**config.mk**
```make
export PLATFORM = sky130hd
export DESIGN_NAME = alarm_schedule_controller
export DESIGN_NICKNAME = d
export VERILOG_FILES = /design/src/hw/rtl/asc_pkg.sv /design/src/hw/rtl/asc_match.sv /design/src/hw/rtl/alarm_schedule_controller.sv
export SDC_FILE = /design/constraint.sdc
export NUM_CORES = 1
export LEC_CHECK = 0
export BUFFER_PORTS_ARGS = -buffer_cell sky130_fd_sc_hd__buf_2
export CORE_MARGIN = 5
export CORE_UTILIZATION = 55
export DETAILED_ROUTE_END_ITERATION = 8
export PLACE_DENSITY = 0.81
export REMOVE_ABC_BUFFERS = 1
export SYNTH_ARGS = -nofsm -noshare
export SYNTH_HDL_FRONTEND = slang
export SYNTH_SLANG_ARGS = --single-unit
```
**constraint.sdc**
```tcl
create_clock -name clk_i -period 6 [get_ports clk_i]
set_input_delay 1.8 -clock clk_i [delete_from_list [all_inputs] [get_ports clk_i]]
set_output_delay 1.8 -clock clk_i [all_outputs]
set_load 0.01 [all_outputs]
```
**src/hw/rtl/asc_pkg.sv**
```systemverilog
package asc_pkg;

  // Repeat codes held in the alarm slots
  localparam logic [3:0] REP_OFF      = 4'd0;
  localparam logic [3:0] REP_LAST_DAY = 4'd7;
  localparam logic [3:0] REP_ONCE     = 4'd8;
  localparam logic [3:0] REP_DAILY    = 4'd9;
  localparam logic [3:0] REP_WORKDAYS = 4'd10;
  localparam logic [3:0] REP_WEEKEND  = 4'd11;

  // Last working day of the week (Friday)
  localparam logic [2:0] LAST_WORKDAY = 3'd5;

  // An alarm matches only in the first seconds of its minute
  localparam logic [5:0] MATCH_SECONDS = 6'd2;

  typedef enum logic [1:0] {
    CFG_RING_MINUTES = 2'd0,
    CFG_OFF_HOUR     = 2'd1,
    CFG_ON_HOUR      = 2'd2
  } asc_cfg_e;

  typedef enum logic [1:0] {
    DRIVE_KEEP = 2'd0,
    DRIVE_OFF  = 2'd1,
    DRIVE_ON   = 2'd2
  } asc_drive_e;

  typedef struct packed {
    logic [4:0] hour;
    logic [5:0] minute;
    logic [3:0] repeat_code;
  } asc_alarm_t;

  typedef struct packed {
    logic [4:0] hour;
    logic [5:0] minute;
    logic [5:0] second;
    logic [2:0] weekday;
  } asc_time_t;

  typedef struct packed {
    logic       mode;
    logic [1:0] slot;
    asc_alarm_t alarm;
    asc_time_t  now;
    logic       stop_pressed;
    logic       key_low;
    logic [2:0] song_pick;
  } asc_item_t;

  typedef struct packed {
    logic       show_warning;
    logic [2:0] song_start;
    logic       stop_sound;
    asc_drive_e drive;
    logic       ringing;
  } asc_result_t;

endpackage

```
**src/hw/rtl/asc_match.sv**
```systemverilog
module asc_match #(
  parameter int NUM_ALARMS = 3
) (
  input  logic              clk_i,
  input  logic              rst_ni,
  input  logic              wr_en_i,
  input  logic [1:0]        wr_slot_i,
  input  asc_pkg::asc_alarm_t wr_alarm_i,
  input  logic              tick_en_i,
  input  asc_pkg::asc_time_t  now_i,
  output logic              matched_o
);

  asc_pkg::asc_alarm_t [NUM_ALARMS-1:0] slot_q, slot_d;
  logic [NUM_ALARMS-1:0] hit;

  function automatic logic day_selected(input logic [3:0] code, input logic [2:0] wd);
    logic sel;
    sel = 1'b0;
    if (code == asc_pkg::REP_OFF) begin
      sel = 1'b0;
    end else if (code <= asc_pkg::REP_LAST_DAY) begin
      sel = (code == {1'b0, wd});
    end else if (code == asc_pkg::REP_ONCE || code == asc_pkg::REP_DAILY) begin
      sel = 1'b1;
    end else if (code == asc_pkg::REP_WORKDAYS) begin
      sel = (wd <= asc_pkg::LAST_WORKDAY);
    end else if (code == asc_pkg::REP_WEEKEND) begin
      sel = (wd > asc_pkg::LAST_WORKDAY);
    end
    return sel;
  endfunction

  always_comb begin
    slot_d = slot_q;
    for (int k = 0; k < NUM_ALARMS; k++) begin
      hit[k] = day_selected(slot_q[k].repeat_code, now_i.weekday) &&
               slot_q[k].hour == now_i.hour && slot_q[k].minute == now_i.minute &&
               now_i.second < asc_pkg::MATCH_SECONDS;
      if (wr_en_i && int'(wr_slot_i) == k) begin
        slot_d[k] = wr_alarm_i;
      end else if (tick_en_i && hit[k] && slot_q[k].repeat_code == asc_pkg::REP_ONCE) begin
        // one-shot alarm retires only once it has fired
        slot_d[k].repeat_code = asc_pkg::REP_OFF;
      end
    end
  end

  assign matched_o = tick_en_i && (|hit);

  always_ff @(posedge clk_i or negedge rst_ni) begin
    if (!rst_ni) begin
      slot_q <= '0;
    end else begin
      slot_q <= slot_d;
    end
  end

endmodule

```
**src/hw/rtl/alarm_schedule_controller.sv**
```systemverilog
// Channel   Direction  Handshake               Payload
// in        input      in_valid_i / in_stall_o  mode_i .. song_pick_i
// out       output     out_valid_o/ out_stall_i show_warning_o .. ringing_o
// cfg       input      cfg_valid_i/ cfg_ready_o cfg_index_i, cfg_data_i
//
// One item per cycle while the output is not stalled. An item is taken into the
// input register, worked combinationally against the alarm slots and counters,
// and is loaded into the result register when the output advances.
// Asynchronous active-low reset sets the flags, counters and settings; the input
// and result registers are not reset. A stall on the output holds both stages;
// the input takes a new item whenever its register is empty or moves on.
module alarm_schedule_controller #(
  parameter int NUM_ALARMS       = 3,
  parameter int KEY_SAMPLE_TICKS = 20,
  parameter int TICKS_PER_MINUTE = 60
) (
  input  logic       clk_i,
  input  logic       rst_ni,
  input  logic       in_valid_i,
  output logic       in_stall_o,
  input  logic       mode_i,
  input  logic [1:0] slot_i,
  input  logic [4:0] set_hour_i,
  input  logic [5:0] set_minute_i,
  input  logic [3:0] set_repeat_i,
  input  logic [4:0] hour_i,
  input  logic [5:0] minute_i,
  input  logic [5:0] second_i,
  input  logic [2:0] weekday_i,
  input  logic       stop_pressed_i,
  input  logic       key_low_i,
  input  logic [2:0] song_pick_i,
  output logic       out_valid_o,
  input  logic       out_stall_i,
  output logic       show_warning_o,
  output logic [2:0] song_start_o,
  output logic       stop_sound_o,
  output logic [1:0] display_drive_o,
  output logic       ringing_o,
  input  logic       cfg_valid_i,
  output logic       cfg_ready_o,
  input  logic [1:0] cfg_index_i,
  input  logic [7:0] cfg_data_i
);

  localparam int LenMax = 255 * TICKS_PER_MINUTE;
  localparam int CntW   = $clog2(LenMax + 3);
  localparam int KeyW   = $clog2(KEY_SAMPLE_TICKS + 2);

  asc_pkg::asc_item_t   item_q;
  asc_pkg::asc_result_t res_q, res_d;
  logic                 in_valid_q, out_valid_q;
  logic                 advance, fire, tick, matched;

  logic [7:0]      ring_minutes_q;
  logic [4:0]      off_hour_q, on_hour_q;
  logic            ring_pending_q, ring_pending_d;
  logic [CntW-1:0] ring_count_q, ring_count_d;
  logic            manual_on_q, manual_on_d;
  logic [KeyW-1:0] key_count_q, key_count_d;
  logic [CntW-1:0] ring_len;
  logic            stop;

  assign advance     = !out_valid_q || !out_stall_i;
  assign fire        = in_valid_q && advance;
  assign tick        = fire && !item_q.mode;
  assign in_stall_o  = in_valid_q && !advance;
  assign cfg_ready_o = 1'b1;

  assign ring_len = CntW'(ring_minutes_q) * CntW'(TICKS_PER_MINUTE);

  asc_match #(
    .NUM_ALARMS(NUM_ALARMS)
  ) u_match (
    .clk_i      (clk_i),
    .rst_ni     (rst_ni),
    .wr_en_i    (fire && item_q.mode),
    .wr_slot_i  (item_q.slot),
    .wr_alarm_i (item_q.alarm),
    .tick_en_i  (tick),
    .now_i      (item_q.now),
    .matched_o  (matched)
  );

  always_comb begin
    ring_pending_d = ring_pending_q;
    ring_count_d   = ring_count_q;
    manual_on_d    = manual_on_q;
    key_count_d    = key_count_q;
    res_d          = '0;
    res_d.drive    = asc_pkg::DRIVE_KEEP;
    stop           = item_q.stop_pressed && !matched;

    if (tick) begin
      if (ring_pending_q || matched) begin
        ring_pending_d = 1'b0;
        if (ring_count_q == '0) begin
          res_d.show_warning = 1'b1;
          res_d.song_start   = item_q.song_pick;
        end
        ring_count_d = ring_count_q + 1'b1;
        if (ring_count_d < ring_len) begin
          ring_pending_d = 1'b1;
        end else if (ring_count_d == ring_len) begin
          res_d.song_start = item_q.song_pick;
          ring_count_d     = '0;
        end else begin
          ring_count_d = '0;
        end
      end

      // stop ends ringing on the next tick without a closing song
      if (stop) begin
        if (ring_count_d != '0) begin
          ring_count_d = ring_len + 1'b1;
        end
        res_d.stop_sound = 1'b1;
      end

      if (!manual_on_q) begin
        if (off_hour_q <= item_q.now.hour || on_hour_q > item_q.now.hour) begin
          res_d.drive = asc_pkg::DRIVE_OFF;
        end else if (on_hour_q == item_q.now.hour) begin
          res_d.drive = asc_pkg::DRIVE_ON;
        end
      end

      key_count_d = key_count_q + 1'b1;
      if (key_count_d > KeyW'(KEY_SAMPLE_TICKS)) begin
        key_count_d = '0;
        manual_on_d = item_q.key_low;
        if (item_q.key_low) begin
          res_d.stop_sound = 1'b1;
          res_d.drive      = asc_pkg::DRIVE_ON;
        end
      end
    end

    res_d.ringing = (ring_count_d != '0);
  end

  always_ff @(posedge clk_i or negedge rst_ni) begin
    if (!rst_ni) begin
      in_valid_q     <= 1'b0;
      out_valid_q    <= 1'b0;
      ring_minutes_q <= 8'd1;
      off_hour_q     <= 5'd22;
      on_hour_q      <= 5'd7;
      ring_pending_q <= 1'b0;
      ring_count_q   <= '0;
      manual_on_q    <= 1'b0;
      key_count_q    <= '0;
    end else begin
      if (!in_stall_o) begin
        in_valid_q <= in_valid_i;
      end
      if (advance) begin
        out_valid_q <= in_valid_q;
      end
      if (cfg_valid_i && cfg_ready_o) begin
        case (cfg_index_i)
          asc_pkg::CFG_RING_MINUTES: ring_minutes_q <= cfg_data_i;
          asc_pkg::CFG_OFF_HOUR:     off_hour_q     <= cfg_data_i[4:0];
          asc_pkg::CFG_ON_HOUR:      on_hour_q      <= cfg_data_i[4:0];
          default: ;
        endcase
      end
      ring_pending_q <= ring_pending_d;
      ring_count_q   <= ring_count_d;
      manual_on_q    <= manual_on_d;
      key_count_q    <= key_count_d;
    end
  end

  always_ff @(posedge clk_i) begin
    if (!in_stall_o) begin
      item_q.mode              <= mode_i;
      item_q.slot              <= slot_i;
      item_q.alarm.hour        <= set_hour_i;
      item_q.alarm.minute      <= set_minute_i;
      item_q.alarm.repeat_code <= set_repeat_i;
      item_q.now.hour          <= hour_i;
      item_q.now.minute        <= minute_i;
      item_q.now.second        <= second_i;
      item_q.now.weekday       <= weekday_i;
      item_q.stop_pressed      <= stop_pressed_i;
      item_q.key_low           <= key_low_i;
      item_q.song_pick         <= song_pick_i;
    end
    if (advance) begin
      res_q <= res_d;
    end
  end

  assign out_valid_o     = out_valid_q;
  assign show_warning_o  = res_q.show_warning;
  assign song_start_o    = res_q.song_start;
  assign stop_sound_o    = res_q.stop_sound;
  assign display_drive_o = res_q.drive;
  assign ringing_o       = res_q.ringing;

endmodule

```
# ---- Yosys cells after proc, flatten, opt, wreduce, memory -nomap -nowiden
# Index checks and enable logic that the tools add are counted.
dict set report totals {
  input_bits 58
  out_inout_bits 11
  elab_cells 166
  register_bits 137
}
dict set report op_classes {
  n_eq_ne 27
  reduce_logical 52
  n_addsub 3
  order_cmp 10
  multipliers 1
  muxes 38
}
# operator n
set ops {}
lappend ops {{$mux 14} 6}
lappend ops {{$eq 4x4->1 const B} 12}
lappend ops {{$add 14x1->14 const B} 2}
lappend ops {{$mux 4} 7}
lappend ops {{$reduce_bool 14->1} 2}
lappend ops {{$logic_and 1x1->1} 24}
lappend ops {{$eq 5x5->1} 4}
lappend ops {{$eq 6x6->1} 3}
lappend ops {{$mux 1} 17}
lappend ops {{$eq 14x14->1} 1}
lappend ops {{$logic_not 14->1} 1}
lappend ops {{$lt 14x14->1} 1}
lappend ops {{$eq 4x3->1} 3}
lappend ops {{$le 4x3->1 const B} 3}
lappend ops {{$logic_not 4->1} 3}
lappend ops {{$mul 8x4->12 const B} 1}
lappend ops {{$mux 3} 4}
lappend ops {{$reduce_and 2->1} 5}
lappend ops {{$eq 2x2->1 const B} 3}
lappend ops {{$logic_or 1x1->1} 6}
lappend ops {{$lt 6x2->1 const B} 1}
lappend ops {{$mux 2} 3}
lappend ops {{$reduce_bool 2->1} 3}
lappend ops {{$add 5x1->5 const B} 1}
lappend ops {{other kinds (10)} 15}

# ---- Depth between registers and ports, before layout
dict set report depth {
  word_depth 19
  mapped_depth 28
  depth_no_buf 25
}

# ---- Modules after synthesis
# From an unflattened synthesis, not the netlist that was laid out.
dict set report hier_totals {
  hier_cells 676
  area_unflattened_um2 7771.2
}
# mod n_inst cells_each area_each_um2 seq_area_each_um2
set modules_own_cells {}
lappend modules_own_cells {alarm_schedule_controller 1 482 5355.1 2566.2}
lappend modules_own_cells {asc_match 1 194 2416.1 1126.1}

# ---- Worst setup path after synthesis
# Ideal clock, no wire load.
dict set report synth_timing {
  path_kind {register to register}
  startpoint {register ring_minutes_q[0]}
  endpoint {register res_q, in the netlist ringing_o (data pin)}
  arrival_time_ps 5665
  required_ps 5734
  setup_time_ps 266
  path_buffers 2
  setup_slack_ps 69
  stages_incl_launch_ff 26
  period_less_slack_ps 5931
  path_cell_list {dfstp_2 > fa_1 > fa_1 > ha_1 > a21o_1 > a21oi_1 > o21ai_0 > a21oi_1 > o21ai_0 > a21o_1 > a21oi_1 > xor2_1 > ha_1 > nand4_1 > nor3_1 > a21boi_1 > or3_1 > clkbuf_1 > or3_1 > mux2_1 > and4_4 > and2_4 > buf_8 > o21bai_1 > a2111oi_2 > nand3_1}
}
# item line
set synth_rtl {}
lappend synth_rtl {{start: declaration} alarm_schedule_controller.sv:55} ;# logic [7:0] ring_minutes_q;
lappend synth_rtl {{start signal: assignment} alarm_schedule_controller.sv:162} ;# asc_pkg::CFG_RING_MINUTES: ring_minutes_q <= cfg_data_i;
lappend synth_rtl {{end signal: assignment} alarm_schedule_controller.sv:191} ;# res_q <= res_d;
lappend synth_rtl {{end: declaration} alarm_schedule_controller.sv:51} ;# asc_pkg::asc_result_t res_q, res_d;

==> summary.md <==
| Metric | Value |
|---|---|
| Detailed-route DRC error count | `0` |
| Synth top area cells | `dfrtp_1 25%, edfxtp_1 19%, mux2_2 7.7%` |
| CTS Buffer Depth | `2` |
| Leak Pwr | `around 4 nW` |
| Post-synth top flop | `dfrtp_1` |
| Status | `finished, final reports clean` |
| Violation count after the first detailed-route iteration | `485` |
| Final Instance Count excl. Fillers | `~1000` |
| Overall Global Routing Usage | `around 23%` |
| # clock sinks | `~140` |
| Worst slew margin | `about a quarter` |
| Final instance area | `between 9000 and 10000 um2` |
| Via Count | `5989` |
| CORE AREA | `approximately 14000 um2` |
| CTS tree | `done` |
| Vias in the first global route | `just over 6000` |
| Yosys warns | `0` |
| Hold Crit Class | `flop to flop` |
| First-pass GRT wire length | `between 30000 and 40000 um` |
| Max-slew violations | `0` |
| Crit path kind | `flop to flop` |
| GP Congestion | `between 0.9 and 1` |
| Total CTS buffers | `17` |
| Vias/cell | `5.89` |
| Max Clock Freq | `roughly 170 MHz` |
| Area of the mapped netlist | `between 7000 and 8000 um2` |
| EDFF count, synth | `50` |
| Commonest non-fill, non-tap cell in the layout | `dfrtp_1` |
| Worst EP arrival | `6050 ps` |
| Drt total wl | `roughly 18000 um` |
| First-pass DRT Iterations | `5` |
| Routed WL per cell | `18.1 um` |
| # fillers | `around 1000` |
| P per Cell Area | `around 480 nW/um2` |
| Nets | `a little over 900` |
| RSZ-0062 raised after global routing | `yes` |
| Element type at the critical path end | `flop` |
| Mapped Cells | `around 720` |
| Asr flop ratio synth | `~63%` |
| Sequential share of the synthesized area | `a little under half` |
| Synth area leader | `dfrtp_1` |
| Cells after DPL | `976` |
| Top cell type's share of synthesized area | `roughly 25%` |
| Later-pin clock latency in the skew report | `between 400 and 500 ps` |
| Register bit count reported by yosys | `between 100 and 150` |
| Worst-Margin Slew | `~1100 ps` |
| Final design utilization | `around two thirds` |
| Die ar. | `between 15000 and 20000 um2` |
| Clock Skew | `about 9.5 ps` |
| # Max-Cap Violations | `0` |
| Worst Slack Setup Final | `~110 ps` |
| Row Count | `43` |
| Maximum vdd ir drop | `roughly 0.00029 V` |
| Endpoints failing setup | `0` |
| Worst-path maximum fanout | `3` |
| Commonest cells after routing, fill and taps aside | `79 x dfrtp_1, 65 x buf_2, 54 x mux2_2, 53 x buf_4, 52 x nand2_1` |
| Die width | `between 100 and 150 um` |
| Post-layout min period | `a little under 6000 ps` |
| Worst setup SP type | `flop` |
| Detail Placement HPWL | `13600 um` |
| Post-route ant nets | `0` |
| Syn_area_per_cell | `about 11 um2` |
| Die height | `130 um` |
| H-tree Lvls | `4` |
| N_diodes | `0` |
| Grt total ovfl | `0` |
| Reg clk slew, reported paths | `60 ps` |
| Number of I/O port buffers | `between 60 and 70` |
| I/O pins | `slightly below 70` |
| Final Hold Vio Count | `0` |
| Initial Utilization | `between 50% and 60%` |
| P&R area growth vs syn | `19.0%` |
| Clk Tree Root Cell | `clkbuf_16` |
| Largest net degree at the start of global routing | `87` |
| Req. time, crit path | `between 6000 and 7000 ps` |
| Fin crit share | `98.2%` |
| Synth unique cells | `75` |
| Proportion of layout cells with a drive suffix above 1 | `about 30%` |
| Post-place setup slack | `-246 ps` |
| Initial antenna violation count | `0` |
| DP Area | `8630 um2` |
| Setup_tns | `0 ps` |
-- stage by stage --
step           power [mW]  hold WS [ps]
2_1_floorplan        2.56           452
4_1_cts              4.42           524
3_3_place_gp         3.19           496
3_5_place_dp         3.28           508
5_1_grt              4.82           538
6_report             4.50           525
-- where the power goes --
part           switching [mW]  internal (mW)  leakage, nW  total, mW
clock network           0.421          0.589        0.274       1.01
logic                    1.03           1.03         2.29       2.06
registers               0.246           1.19         1.54       1.43
total                    1.70           2.80         4.10       4.50
-- state kept, by name, summed over array words and instances, names as in the netlist --
signal,flops
stop_sound_o,1
in_valid_q,1
ring_minutes_q,8
u_match.slot_q,45
out_valid_o,1
display_drive_o,2
ring_pending_q,1
ringing_o,1
key_count_q,5
show_warning_o,1
ring_count_q,14
off_hour_q,5
item_q,42
on_hour_q,5
manual_on_q,1
song_start_o,3
-- what timing repair did --
item                                    in CTS  in global routing
pin swaps                                   15                 15
hold buffers                                 0                  0
gates resized for setup                     15                 14
buffers inserted                             5                  3
endpoints found under the setup margin       4                  4
-- final timing paths --
check	start	endpoint	slack [ps]	cells after the start
max in group asynchronous	rst_ni	off_hour_q[0]$_DFFE_PN0P_	3680	1
hold / removal	u_match.slot_q[5]$_DFFE_PN0P_	u_match.slot_q[5]$_DFFE_PN0P_	520	1
setup / recovery	ring_minutes_q[1]$_DFFE_PN0P_	ringing_o$_DFFE_PN_	110	23
hold reg to reg	u_match.slot_q[5]$_DFFE_PN0P_	u_match.slot_q[5]$_DFFE_PN0P_	520	1
setup reg to reg	ring_minutes_q[1]$_DFFE_PN0P_	ringing_o$_DFFE_PN_	110	23
min in group asynchronous	rst_ni	key_count_q[4]$_DFFE_PN0P_	1580	1
-- layout make-up --
| type | instances | area [um2] | share of cell area [%] |
|---|---|---|---|
| tap | 180 | 225 | 2.40 |
| clock inverter | 14 | 134 | 1.43 |
| timing repair buffer | 118 | 723 | 7.71 |
| clock buffer | 18 | 439 | 4.68 |
| inverter | 47 | 176 | 1.88 |
| multi-input combinational | 503 | 4020 | 42.9 |
| sequential | 136 | 3660 | 39.0 |
-- cells in the mapped netlist (6+ instances only) --
master and number:
dfrtp_1 79, xor2_1 38, a31oi_1 6, nor2_1 26
inv_1 47, o31ai_1 6, dfstp_2 7, a21o_1 6
and2_1 7, nor4_1 13, ha_1 41, a21oi_1 25
nand2_1 52, fa_1 13, o21ai_0 42, mux2_2 54
nor2b_1 7, or3_1 6, clkbuf_1 17, nand2b_1 11
nand3_1 24, xnor2_1 24, nand4_1 12, edfxtp_1 50
nor3_1 15
-- layer usage --
metal	global-route usage (%)	wire length, um
met5	0	0
met1	29.6	7640
met3	5.65	1120
met4	6.97	363
met2	38.8	9240
-- cell families (layout without fill, tap and decap cells) --
logic type	Yosys count	in the layout	synth area share, %
simple gates	201	201	14.0
other cells	1	1	0.0476
buf+inv	77	197	4.22
fa+ha+maj	54	54	9.81
flops	136	136	46.4
mux	55	55	7.85
xor+xnor	62	62	6.89
compound gates	130	130	10.7
-- worst max-delay path, stage by stage, from the launching register on --
cell and delay [ps]:
dfrtp_1 420, fa_1 590, fa_1 440, ha_1 290, a21o_1 180, a21oi_2 170, o21ai_2 80, a21oi_2 170
o21ai_2 80, a21o_1 190, a21oi_2 120, xor2_1 200, ha_1 300, nand4_1 170, nor3_2 60, a21boi_2 150
or3_4 400, or3_1 320, mux2_4 260, and4_4 210, a21oi_1 210, o221ai_1 230, nor4_4 240, nand3_1 130
Note: power is estimated with default switching activity, not from simulation.
